[src/design/ffba_pkg.sv]
// shared types, codes and defaults for the first-fit block allocator
package ffba_pkg;

  localparam int unsigned MaxBlocksDefault   = 64;
  localparam int unsigned HeaderBytesDefault = 16;
  localparam logic [31:0] HeapBytesReset     = 32'd65536;

  localparam logic ActionAlloc = 1'b0;
  localparam logic ActionFree  = 1'b1;

  typedef enum logic [1:0] {
    STATUS_OK           = 2'd0,
    STATUS_HEAP_FULL    = 2'd1,
    STATUS_TABLE_FULL   = 2'd2,
    STATUS_UNKNOWN_ADDR = 2'd3
  } status_e;

  // one row of the block table
  typedef struct packed {
    logic        avail;
    logic [31:0] offset;
    logic [31:0] length;
  } entry_t;

  // verdict of the compare unit on one table row
  typedef struct packed {
    logic        hit;
    logic [31:0] user_addr;
  } match_t;

endpackage

[src/design/first_fit_block_allocator_top.sv]
// first-fit block allocator: table scan newest to oldest through one compare unit
// sequence: a request is taken only in S_IDLE; the scan reads rows from newest to oldest and stops
//   at the first hit; with no hit an allocate tries to take a new block at the bump pointer in S_BUMP;
//   with an empty table a free goes straight to S_FINISH and an allocate to S_BUMP
// throughput: input stalled until the result is loaded in S_FINISH, so one request at a time; the
//   result waits in S_FINISH while out_stall_i holds the previous result
// reset: asynchronous, clears table count and bump pointer, heap size 65536, rows not cleared
module first_fit_block_allocator_top #(
  parameter int unsigned MAX_BLOCKS   = ffba_pkg::MaxBlocksDefault,
  parameter int unsigned HEADER_BYTES = ffba_pkg::HeaderBytesDefault
) (
  input  logic        clk_i,
  input  logic        rst_ni,
  input  logic        heap_bytes_we_i,
  input  logic [31:0] heap_bytes_i,
  input  logic        in_valid_i,
  output logic        in_stall_o,
  input  logic        action_i,
  input  logic [31:0] request_bytes_i,
  input  logic [31:0] release_address_i,
  output logic        out_valid_o,
  input  logic        out_stall_i,
  output logic [31:0] user_address_o,
  output logic [1:0]  status_o,
  output logic        reused_o
);

  localparam int unsigned IDX_W = $clog2(MAX_BLOCKS);
  localparam int unsigned CNT_W = $clog2(MAX_BLOCKS + 1);
  localparam int unsigned ENT_W = $bits(ffba_pkg::entry_t);

  typedef enum logic [1:0] {
    S_IDLE,
    S_SCAN,
    S_BUMP,
    S_FINISH
  } state_e;

  state_e                state_q;
  logic [31:0]           heap_q;
  logic [CNT_W-1:0]      count_q;
  logic [31:0]           bump_q;
  logic                  action_q;
  logic [31:0]           req_q;
  logic [31:0]           addr_q;
  logic [CNT_W-1:0]      idx_q;
  logic                  pend_q;
  logic [IDX_W-1:0]      pend_idx_q;
  logic [31:0]           res_addr_q;
  ffba_pkg::status_e     res_status_q;
  logic                  res_reused_q;
  logic                  out_valid_q;
  logic [31:0]           out_addr_q;
  ffba_pkg::status_e     out_status_q;
  logic                  out_reused_q;

  logic [CNT_W-1:0]      idx_dec;
  logic                  rd_en;
  logic                  wr_en;
  logic [IDX_W-1:0]      wr_addr;
  ffba_pkg::entry_t      wr_entry;
  ffba_pkg::entry_t      rd_entry;
  logic [ENT_W-1:0]      rd_word;
  ffba_pkg::match_t      match;
  logic                  scan_hit;
  logic                  table_full;
  logic [33:0]           end_sum;
  logic                  heap_short;
  logic                  bump_ok;
  logic                  in_xfer;

  assign in_xfer    = in_valid_i && !in_stall_o;
  assign in_stall_o = (state_q != S_IDLE);

  assign rd_entry = ffba_pkg::entry_t'(rd_word);

  ffba_match #(
    .HEADER_BYTES(HEADER_BYTES)
  ) u_match (
    .action_i         (action_q),
    .request_bytes_i  (req_q),
    .release_address_i(addr_q),
    .entry_i          (rd_entry),
    .match_o          (match)
  );

  always_comb begin
    idx_dec    = idx_q - CNT_W'(1);
    rd_en      = (state_q == S_SCAN) && (idx_q != '0);
    scan_hit   = (state_q == S_SCAN) && pend_q && match.hit;
    table_full = (count_q >= CNT_W'(MAX_BLOCKS));
    end_sum    = {2'b00, bump_q} + 34'(HEADER_BYTES) + {2'b00, req_q};
    heap_short = (end_sum > {2'b00, heap_q});
    bump_ok    = !table_full && !heap_short;
    wr_en      = scan_hit || ((state_q == S_BUMP) && bump_ok);
    if (scan_hit) begin
      wr_addr         = pend_idx_q;
      wr_entry.avail  = (action_q == ffba_pkg::ActionFree);
      wr_entry.offset = rd_entry.offset;
      wr_entry.length = rd_entry.length;
    end else begin
      wr_addr         = count_q[IDX_W-1:0];
      wr_entry.avail  = 1'b0;
      wr_entry.offset = bump_q;
      wr_entry.length = req_q;
    end
  end

  ffba_ram #(
    .WIDTH(ENT_W),
    .DEPTH(MAX_BLOCKS)
  ) u_table (
    .clk_i  (clk_i),
    .we_i   (wr_en),
    .waddr_i(wr_addr),
    .wdata_i(wr_entry),
    .re_i   (rd_en),
    .raddr_i(idx_dec[IDX_W-1:0]),
    .rdata_o(rd_word)
  );

  always_ff @(posedge clk_i or negedge rst_ni) begin
    if (!rst_ni) begin
      heap_q      <= ffba_pkg::HeapBytesReset;
    end else if (heap_bytes_we_i) begin
      heap_q      <= heap_bytes_i;
    end
  end

  always_ff @(posedge clk_i or negedge rst_ni) begin
    if (!rst_ni) begin
      state_q      <= S_IDLE;
      count_q      <= '0;
      bump_q       <= '0;
      pend_q       <= 1'b0;
      out_valid_q  <= 1'b0;
      action_q     <= ffba_pkg::ActionAlloc;
      req_q        <= '0;
      addr_q       <= '0;
      idx_q        <= '0;
      pend_idx_q   <= '0;
      res_addr_q   <= '0;
      res_status_q <= ffba_pkg::STATUS_OK;
      res_reused_q <= 1'b0;
      out_addr_q   <= '0;
      out_status_q <= ffba_pkg::STATUS_OK;
      out_reused_q <= 1'b0;
    end else begin
      // a result loaded in S_FINISH takes the place of the one leaving
      if (out_valid_q && !out_stall_i && (state_q != S_FINISH)) begin
        out_valid_q <= 1'b0;
      end
      unique case (state_q)
        S_IDLE: begin
          if (in_xfer) begin
            action_q     <= action_i;
            req_q        <= request_bytes_i;
            addr_q       <= release_address_i;
            idx_q        <= count_q;
            pend_q       <= 1'b0;
            res_addr_q   <= '0;
            res_status_q <= ffba_pkg::STATUS_UNKNOWN_ADDR;
            res_reused_q <= 1'b0;
            if (count_q != '0) begin
              state_q <= S_SCAN;
            end else if (action_i == ffba_pkg::ActionFree) begin
              state_q <= S_FINISH;
            end else begin
              state_q <= S_BUMP;
            end
          end
        end
        S_SCAN: begin
          // read of the next older row overlaps the compare of the current one
          pend_q     <= (idx_q != '0);
          pend_idx_q <= idx_dec[IDX_W-1:0];
          if (idx_q != '0) begin
            idx_q <= idx_dec;
          end
          if (scan_hit) begin
            res_status_q <= ffba_pkg::STATUS_OK;
            if (action_q == ffba_pkg::ActionFree) begin
              res_addr_q   <= '0;
              res_reused_q <= 1'b0;
            end else begin
              res_addr_q   <= match.user_addr;
              res_reused_q <= 1'b1;
            end
            state_q <= S_FINISH;
          end else if (pend_q && (idx_q == '0)) begin
            // oldest row checked without a hit
            state_q <= (action_q == ffba_pkg::ActionFree) ? S_FINISH : S_BUMP;
          end
        end
        S_BUMP: begin
          res_reused_q <= 1'b0;
          if (table_full) begin
            res_addr_q   <= '0;
            res_status_q <= ffba_pkg::STATUS_TABLE_FULL;
          end else if (heap_short) begin
            res_addr_q   <= '0;
            res_status_q <= ffba_pkg::STATUS_HEAP_FULL;
          end else begin
            res_addr_q   <= bump_q + 32'(HEADER_BYTES);
            res_status_q <= ffba_pkg::STATUS_OK;
            count_q      <= count_q + CNT_W'(1);
            bump_q       <= end_sum[31:0];
          end
          state_q <= S_FINISH;
        end
        S_FINISH: begin
          if (!out_valid_q || !out_stall_i) begin
            out_valid_q  <= 1'b1;
            out_addr_q   <= res_addr_q;
            out_status_q <= res_status_q;
            out_reused_q <= res_reused_q;
            state_q      <= S_IDLE;
          end
        end
        default: begin
          state_q <= S_IDLE;
        end
      endcase
    end
  end

  assign out_valid_o    = out_valid_q;
  assign user_address_o = out_addr_q;
  assign status_o       = out_status_q;
  assign reused_o       = out_reused_q;

endmodule

[src/design/ffba_ram.sv]
// generic single-write, single-read ram with registered read data
module ffba_ram #(
  parameter int unsigned WIDTH = 8,
  parameter int unsigned DEPTH = 64,
  localparam int unsigned AW   = (DEPTH > 1) ? $clog2(DEPTH) : 1
) (
  input  logic             clk_i,
  input  logic             we_i,
  input  logic [AW-1:0]    waddr_i,
  input  logic [WIDTH-1:0] wdata_i,
  input  logic             re_i,
  input  logic [AW-1:0]    raddr_i,
  output logic [WIDTH-1:0] rdata_o
);

  logic [WIDTH-1:0] mem_q [DEPTH];
  logic [WIDTH-1:0] rdata_q;

  always_ff @(posedge clk_i) begin
    if (we_i) begin
      mem_q[waddr_i] <= wdata_i;
    end
    if (re_i) begin
      rdata_q <= mem_q[raddr_i];
    end
  end

  assign rdata_o = rdata_q;

endmodule

[src/design/ffba_match.sv]
// compare unit: checks one table row against the pending request
module ffba_match #(
  parameter int unsigned HEADER_BYTES = ffba_pkg::HeaderBytesDefault
) (
  input  logic              action_i,
  input  logic [31:0]       request_bytes_i,
  input  logic [31:0]       release_address_i,
  input  ffba_pkg::entry_t  entry_i,
  output ffba_pkg::match_t  match_o
);

  logic [32:0] user_addr_wide;
  logic        alloc_hit;
  logic        free_hit;

  // payload offset kept one bit wider so a wrapped sum never matches
  assign user_addr_wide = {1'b0, entry_i.offset} + 33'(HEADER_BYTES);
  assign alloc_hit      = entry_i.avail && (entry_i.length >= request_bytes_i);
  assign free_hit       = (user_addr_wide == {1'b0, release_address_i});

  always_comb begin
    match_o.user_addr = user_addr_wide[31:0];
    match_o.hit       = (action_i == ffba_pkg::ActionFree) ? free_hit : alloc_hit;
  end

endmodule

[config.mk]
export PLATFORM = sky130hd
export DESIGN_NAME = first_fit_block_allocator_top
export DESIGN_NICKNAME = d
export VERILOG_FILES = /design/src/design/ffba_pkg.sv /design/src/design/first_fit_block_allocator_top.sv /design/src/design/ffba_ram.sv /design/src/design/ffba_match.sv
export SDC_FILE = /design/constraint.sdc
export NUM_CORES = 2
export LEC_CHECK = 0
export BUFFER_PORTS_ARGS = -buffer_cell sky130_fd_sc_hd__buf_4
export CORE_AREA = 5 5 713 715
export CTS_BUF_LIST = sky130_fd_sc_hd__clkbuf_8
export DETAILED_ROUTE_END_ITERATION = 6
export DIE_AREA = 0 0 718 720
export GPL_ROUTABILITY_DRIVEN = 0
export PLACE_DENSITY = 0.49
export SLEW_MARGIN = 20
export SYNTH_ARGS = -nofsm -noshare
export SYNTH_HDL_FRONTEND = slang
export SYNTH_MEMORY_MAX_BITS = 65536
export SYNTH_SLANG_ARGS = --single-unit
export TNS_END_PERCENT = 10
[constraint.sdc]
create_clock -name clk_i -period 18.15 [get_ports clk_i]
set_clock_uncertainty 0.1 [all_clocks]
set_input_delay 3.63 -clock clk_i [delete_from_list [all_inputs] [get_ports clk_i]]
set_output_delay 3.63 -clock clk_i [all_outputs]
set_load 0.005 [all_outputs]
Word-level counts from Yosys, hierarchy flattened:

Memories as Yosys holds them, arrays and structs flattened. A register that Yosys moved wholly into a read port is not among the register bits.
Index checks and enable logic that the tools add are counted.

* register bits after elaboration: 223
* RAM bits: 4160
* output and inout port bits: 37
* memories: 1

Memories
* u_table.mem_q: depth 64, bits a word 65, read ports 1, clocked after memory_dff 1, wr ports 1, line ffba_ram.sv:16 `logic [WIDTH-1:0] mem_q [DEPTH];`

* add/subtract/negate cells: 6
* $lt $le $gt $ge: 3
* equality and inequality tests: 10
* multiplexer cells: 35
* bitwise operators: 2
* reduce and logical (&&, ||, !) cells: 31

Operators by type and width (count)
* $mux 32: 5
* $pmux 32 s3: 1
* $add 32x5->33 const B: 2
* $mux 65: 1
* $add 33x32->34: 1
* $gt 34x32->1: 1
* $eq 33x32->1: 1
* $add 32x5->32 const B: 1
* $ge 32x32->1: 1
* $mux 2: 8
* $mux 7: 2
* $pmux 7 s2: 1
* $reduce_bool 7->1: 2
* $mux 1: 12
* $reduce_and 3->1: 4
* $logic_and 1x1->1: 10
* $ne 2x2->1 const B: 4
* $pmux 2 s4: 1
* $add 7x1->7 const B: 1
* $ge 7x7->1 const B: 1
* $logic_not 7->1: 1
* $sub 7x1->7 const B: 1
* $mux 6: 1
* $pmux 2 s3: 1
* other kinds (13): 23

Logic depth before layout (Yosys ltp):

* depth in word-level cells: 9
* depth in mapped cells: 24
* mapped depth without buffers: 22

Cells and area by module:

A second synthesis with hierarchy kept.

* cells, all modules: 8129
* area, all modules: 174272.1 um^2

By module, submodules not included
* ffba_ram: instances 1, cells an instance 6606, area an instance 158981.2 um^2
* first_fit_block_allocator_top: instances 1, cells an instance 1243, area an instance 13220.2 um^2
* ffba_match: instances 1, cells an instance 280, area an instance 2070.7 um^2

Least setup slack after synthesis:

OpenSTA, ideal clock, no wires.

* path kind: reg-to-reg
* start: reg bump_q[11]
* end: mem u_table.mem_q[14][0] (netlist name), enable pin
* library setup time: 0.509 ns
* arrival: 8.321 ns
* path slack: 9.220 ns
* cell stages (with the launch flop): 23
* path buffers: 2
* cell sequence: dfrtp_1 -> ha_1 -> ha_1 -> clkbuf_1 -> a21oi_1 -> o21ai_0 -> a211o_1 -> a221oi_1 -> o22ai_1 -> o41ai_1 -> o21ai_0 -> xor2_1 -> ha_1 -> a211oi_1 -> o21ai_0 -> nor2_1 -> o211ai_1 -> a211oi_1 -> o21bai_1 -> a21oi_1 -> clkbuf_1 -> nand3_1 -> a21oi_1

* word-level cells in the longest chain between the ends: 9

RTL lines
* start, declared: line first_fit_block_allocator_top.sv:42 `logic [31:0] bump_q;`
* start signal, assigned: line first_fit_block_allocator_top.sv:207 `bump_q <= end_sum[31:0];`
* $add 32x5->33: line first_fit_block_allocator_top.sv:92 `end_sum = {2'b00, bump_q} + 34'(HEADER_BYTES) + {2'b00, req_q};`
* $add 33x32->34: line first_fit_block_allocator_top.sv:92
* via end_sum[30]: line first_fit_block_allocator_top.sv:67 `logic [33:0] end_sum;`
* $gt 34x32->1: line first_fit_block_allocator_top.sv:93 `heap_short = (end_sum > {2'b00, heap_q});`
* $logic_not 1->1: line first_fit_block_allocator_top.sv:94 `bump_ok = !table_full && !heap_short;`
* $logic_and 1x1->1: line first_fit_block_allocator_top.sv:94
* $logic_and 1x1->1: line first_fit_block_allocator_top.sv:95 `wr_en = scan_hit || ((state_q == S_BUMP) && bump_ok);`
* $logic_or 1x1->1: line first_fit_block_allocator_top.sv:95
* $mux 1: line ffba_ram.sv:20 `if (we_i) begin`
* $mux 1 (not written as such): line ffba_ram.sv:21 `mem_q[waddr_i] <= wdata_i;`
* end, declared: line ffba_ram.sv:16

The timed path passes the listed nets, and every way through them passes these cells.

Worst setup path in the final report:

* start: reg bump_q[11]
* end: mem u_table.mem_q[16][26] (netlist name), enable pin

The elaborated chain is that of the path after synthesis.

==> results.cfg <==
[status]
result_of_the_run = finished clean

[sta]
setup_tns_ns = 0
timing.max_slew.rel_slack_pct = 20.6
hold_viol_final = 0
max_freq_ghz = 0.109
setup_repair_after_global_routing_missed_its_margin = false
final.period_utilization_pct = 50.5
timing_max_transition_violations_final = 0
max_slew.worst_pin.slew_ns = 1.19
final_setup_fails = 0
holdWs_ns = 0.393
timing.final.crit_period_ns = 9.16

[setup_path]
path_class = reg2reg
cp-end-kind = flop
worstSetupStartpointType = flop
cp_data_required_time_ns = 18.87
path_max_fanout = 78
worst-endpoint-arrival_ns = 9.88

[clocking]
cts_resized = 0
cts-htree-levels = 6
cts.sink_count = 4448
cts-root-to-sink-buffers = 4
worstSkewPairLatency_ns = 1.26
tritoncts = done
hold_buf_cts = 0
clock-root-buffer = sky130_fd_sc_hd__clkbuf_8
tritoncts.num_buffers = 729
clk_pin_slew_worst_paths_ns = 0.06
cts_setup_buffers = 0

[logic_synthesis]
ys_ff_latch = 4448
syn_nets = 7903
post_synth.cell_area_avg_um2 = 22.8
postSynthCellCount = 7663
syn-cell-area_um2 = 175000
yosys_warning_count = 0
ys_types = 76
async_reset_ff_share_pct = 5.01
synth-edff-count = 4225
synthFlopType = sky130_fd_sc_hd__edfxtp_1
seq_area_frac_synth_pct = 75.7

[final_layout]
seq_area_um2 = 132000
fin_util_pct = 39.9
most-common-layout-cells = sky130_fd_sc_hd__edfxtp_1, sky130_fd_sc_hd__mux4_2, sky130_fd_sc_hd__clkbuf_8
layout.filler_cells = 44200
drive_above_1_share_pct = 33.0
syn_to_final_growth_pct = 14.1
finalNetCount = 8652
mostFrequentLayoutCell = sky130_fd_sc_hd__edfxtp_1
multiInputGateArea_um2 = 41600

[power_and_ir_drop]
report.power.total_uw = 38300
leakagePower_uw = 0.0639
max-vdd-ir-drop_uv = 246
cellPowerDensity_nw_per_um2 = 192

[global_route]
grt_antenna_before_repair = 49
grt_start_max_net_pins = 120
first_global_vias = 88200
first_pass_grt_wire_length_mm = 733
globalRoute.totalOverflow = 0
groute.usage.overall_pct = 20.1

[detailed_routing]
dr.first_iter.drc_count = 10100
detail_route.wl_per_cell_um = 33.8
detail_route.wirelength_mm = 531
antenna_left = 0
vias_per_cell = 5.51
drc = 0
drtPass1Iterations = 5
total_number_of_vias = 86500

[floorplan]
initial_utilization_pct = 34.9
die_width_um = 718
fp.dieH_um = 720
fp-row-count = 260
fp.coreArea_um2 = 501000
fp.dieArea_um2 = 517000
pin_count = 139

[placement]
detailedPlacementHpwl_mm = 309
port_buffers = 138

[flow_run]
timing.max_cap.violations = 0

[worst_hold_path]
hp-class = reg2reg
[cell families (layout without fill, tap and decap cells)]
family / after synthesis / count (layout) / share of synthesized area [%]
compound gates: 358 / 358 / 1.29
simple gates: 543 / 543 / 1.44
other cells: 0 / 13 / 0
fa+ha+maj: 138 / 138 / 0.992
buf+inv: 506 / 1843 / 1.14
xor+xnor: 116 / 116 / 0.597
flops: 4448 / 4448 / 75.7
mux: 1554 / 1554 / 18.8
[state kept, by name (all words and copies together), names as in the netlist, 32 cells and up]
name and flops:
addr_q 32, bump_q 32, heap_q 32, req_q 32
res_addr_q 32, u_table.mem_q 4160, u_table.rdata_o 65, user_address_o 32
[synthesized netlist by cell type (all sizes together), types with 26 or more instances]
| master | instances | area share, % |
|---|---|---|
| edfxtp | 4225 | 73 |
| xnor2 | 75 | 0.38 |
| nand3 | 44 | 0.13 |
| a21oi | 82 | 0.23 |
| mux4 | 1365 | 18 |
| dfrtp | 222 | 3.2 |
| buf | 115 | 0.30 |
| inv | 111 | 0.24 |
| nor2 | 111 | 0.24 |
| mux2i | 36 | 0.21 |
| a21o | 26 | 0.11 |
| nand2 | 234 | 0.50 |
| xor2 | 39 | 0.20 |
| mux2 | 153 | 1.0 |
| nor3 | 33 | 0.097 |
| clkbuf | 279 | 0.60 |
| o21ai | 129 | 0.37 |
| nand4 | 37 | 0.14 |
| ha | 137 | 0.98 |
[per-stage QoR]
step                      cell area (µm²)  setup WS (ns)  std cells
after floorplan                    175000           9.22       7663
after global placement             186000           9.16      14400
after detailed placement           186000           9.19      14400
after CTS                          199000           9.12      15700
after global routing               200000           8.59      15700
final                              200000           8.99      15700
[routing by layer]
metal / vias up / track usage (%) / share of wire, %
met2: 3655 / 31.5 / 47
met5: - / 0 / 0.0041
met1: 48000 / 29.5 / 44
met3: 728 / 3.46 / 7.1
met4: 4 / 4.74 / 2.3
li1: 34100 / - / -
[power by group]
| group | switching (µW) | internal [µW] |
|---|---|---|
| clock network | 4050 | 4070 |
| logic | 10200 | 6110 |
| registers | 478 | 13500 |
| total | 14700 | 23700 |
[path summary, 6_finish.rpt]
| check | startpoint | to | slack [ns] | cells after the start |
|---|---|---|---|---|
| hold / removal | res_addr_q[24] | res_addr_q[24] | 0.39 | 1 |
| max in group asynchronous | rst_ni | idx_q[0] | 14.03 | 2 |
| setup reg to reg | bump_q[11] | u_table.mem_q[16][26] | 8.99 | 24 |
| setup / recovery | bump_q[11] | u_table.mem_q[16][26] | 8.99 | 24 |
| hold reg to reg | res_addr_q[24] | res_addr_q[24] | 0.39 | 1 |
| min in group asynchronous | rst_ni | addr_q[17] | 2.30 | 1 |
[critical path: stages (launching register included)]
cell and delay [ns]:
sky130_fd_sc_hd__dfrtp_1 0.44, sky130_fd_sc_hd__ha_1 0.34, sky130_fd_sc_hd__ha_1 0.38, sky130_fd_sc_hd__a21oi_1 0.21, sky130_fd_sc_hd__o21ai_0 0.16, sky130_fd_sc_hd__a211o_1 0.33, sky130_fd_sc_hd__a221oi_1 0.36, sky130_fd_sc_hd__buf_4 0.24
sky130_fd_sc_hd__o22ai_1 0.11, sky130_fd_sc_hd__o41ai_1 0.49, sky130_fd_sc_hd__o21ai_0 0.23, sky130_fd_sc_hd__xor2_1 0.20, sky130_fd_sc_hd__ha_1 0.22, sky130_fd_sc_hd__a211oi_1 0.29, sky130_fd_sc_hd__o21ai_0 0.20, sky130_fd_sc_hd__nor2_1 0.13
sky130_fd_sc_hd__o211ai_1 0.15, sky130_fd_sc_hd__o2111ai_1 0.28, sky130_fd_sc_hd__o21bai_1 0.11, sky130_fd_sc_hd__buf_4 0.19, sky130_fd_sc_hd__a21oi_4 0.11, sky130_fd_sc_hd__buf_4 0.83, sky130_fd_sc_hd__nand4_1 0.69, sky130_fd_sc_hd__a21oi_4 0.99
sky130_fd_sc_hd__buf_4 0.85
[cell type report]
type | instances | area share, %
flip-flops and latches | 4448 | 66.4
multi-input cells | 2709 | 20.9
clock buffers | 753 | 5.19
well taps | 6681 | 4.19
repair buffers | 412 | 1.67
clock inverters | 566 | 1.48
inverters | 112 | 0.211
diodes | 13 | 0.0163
Note: power is estimated with default switching activity, not from simulation.
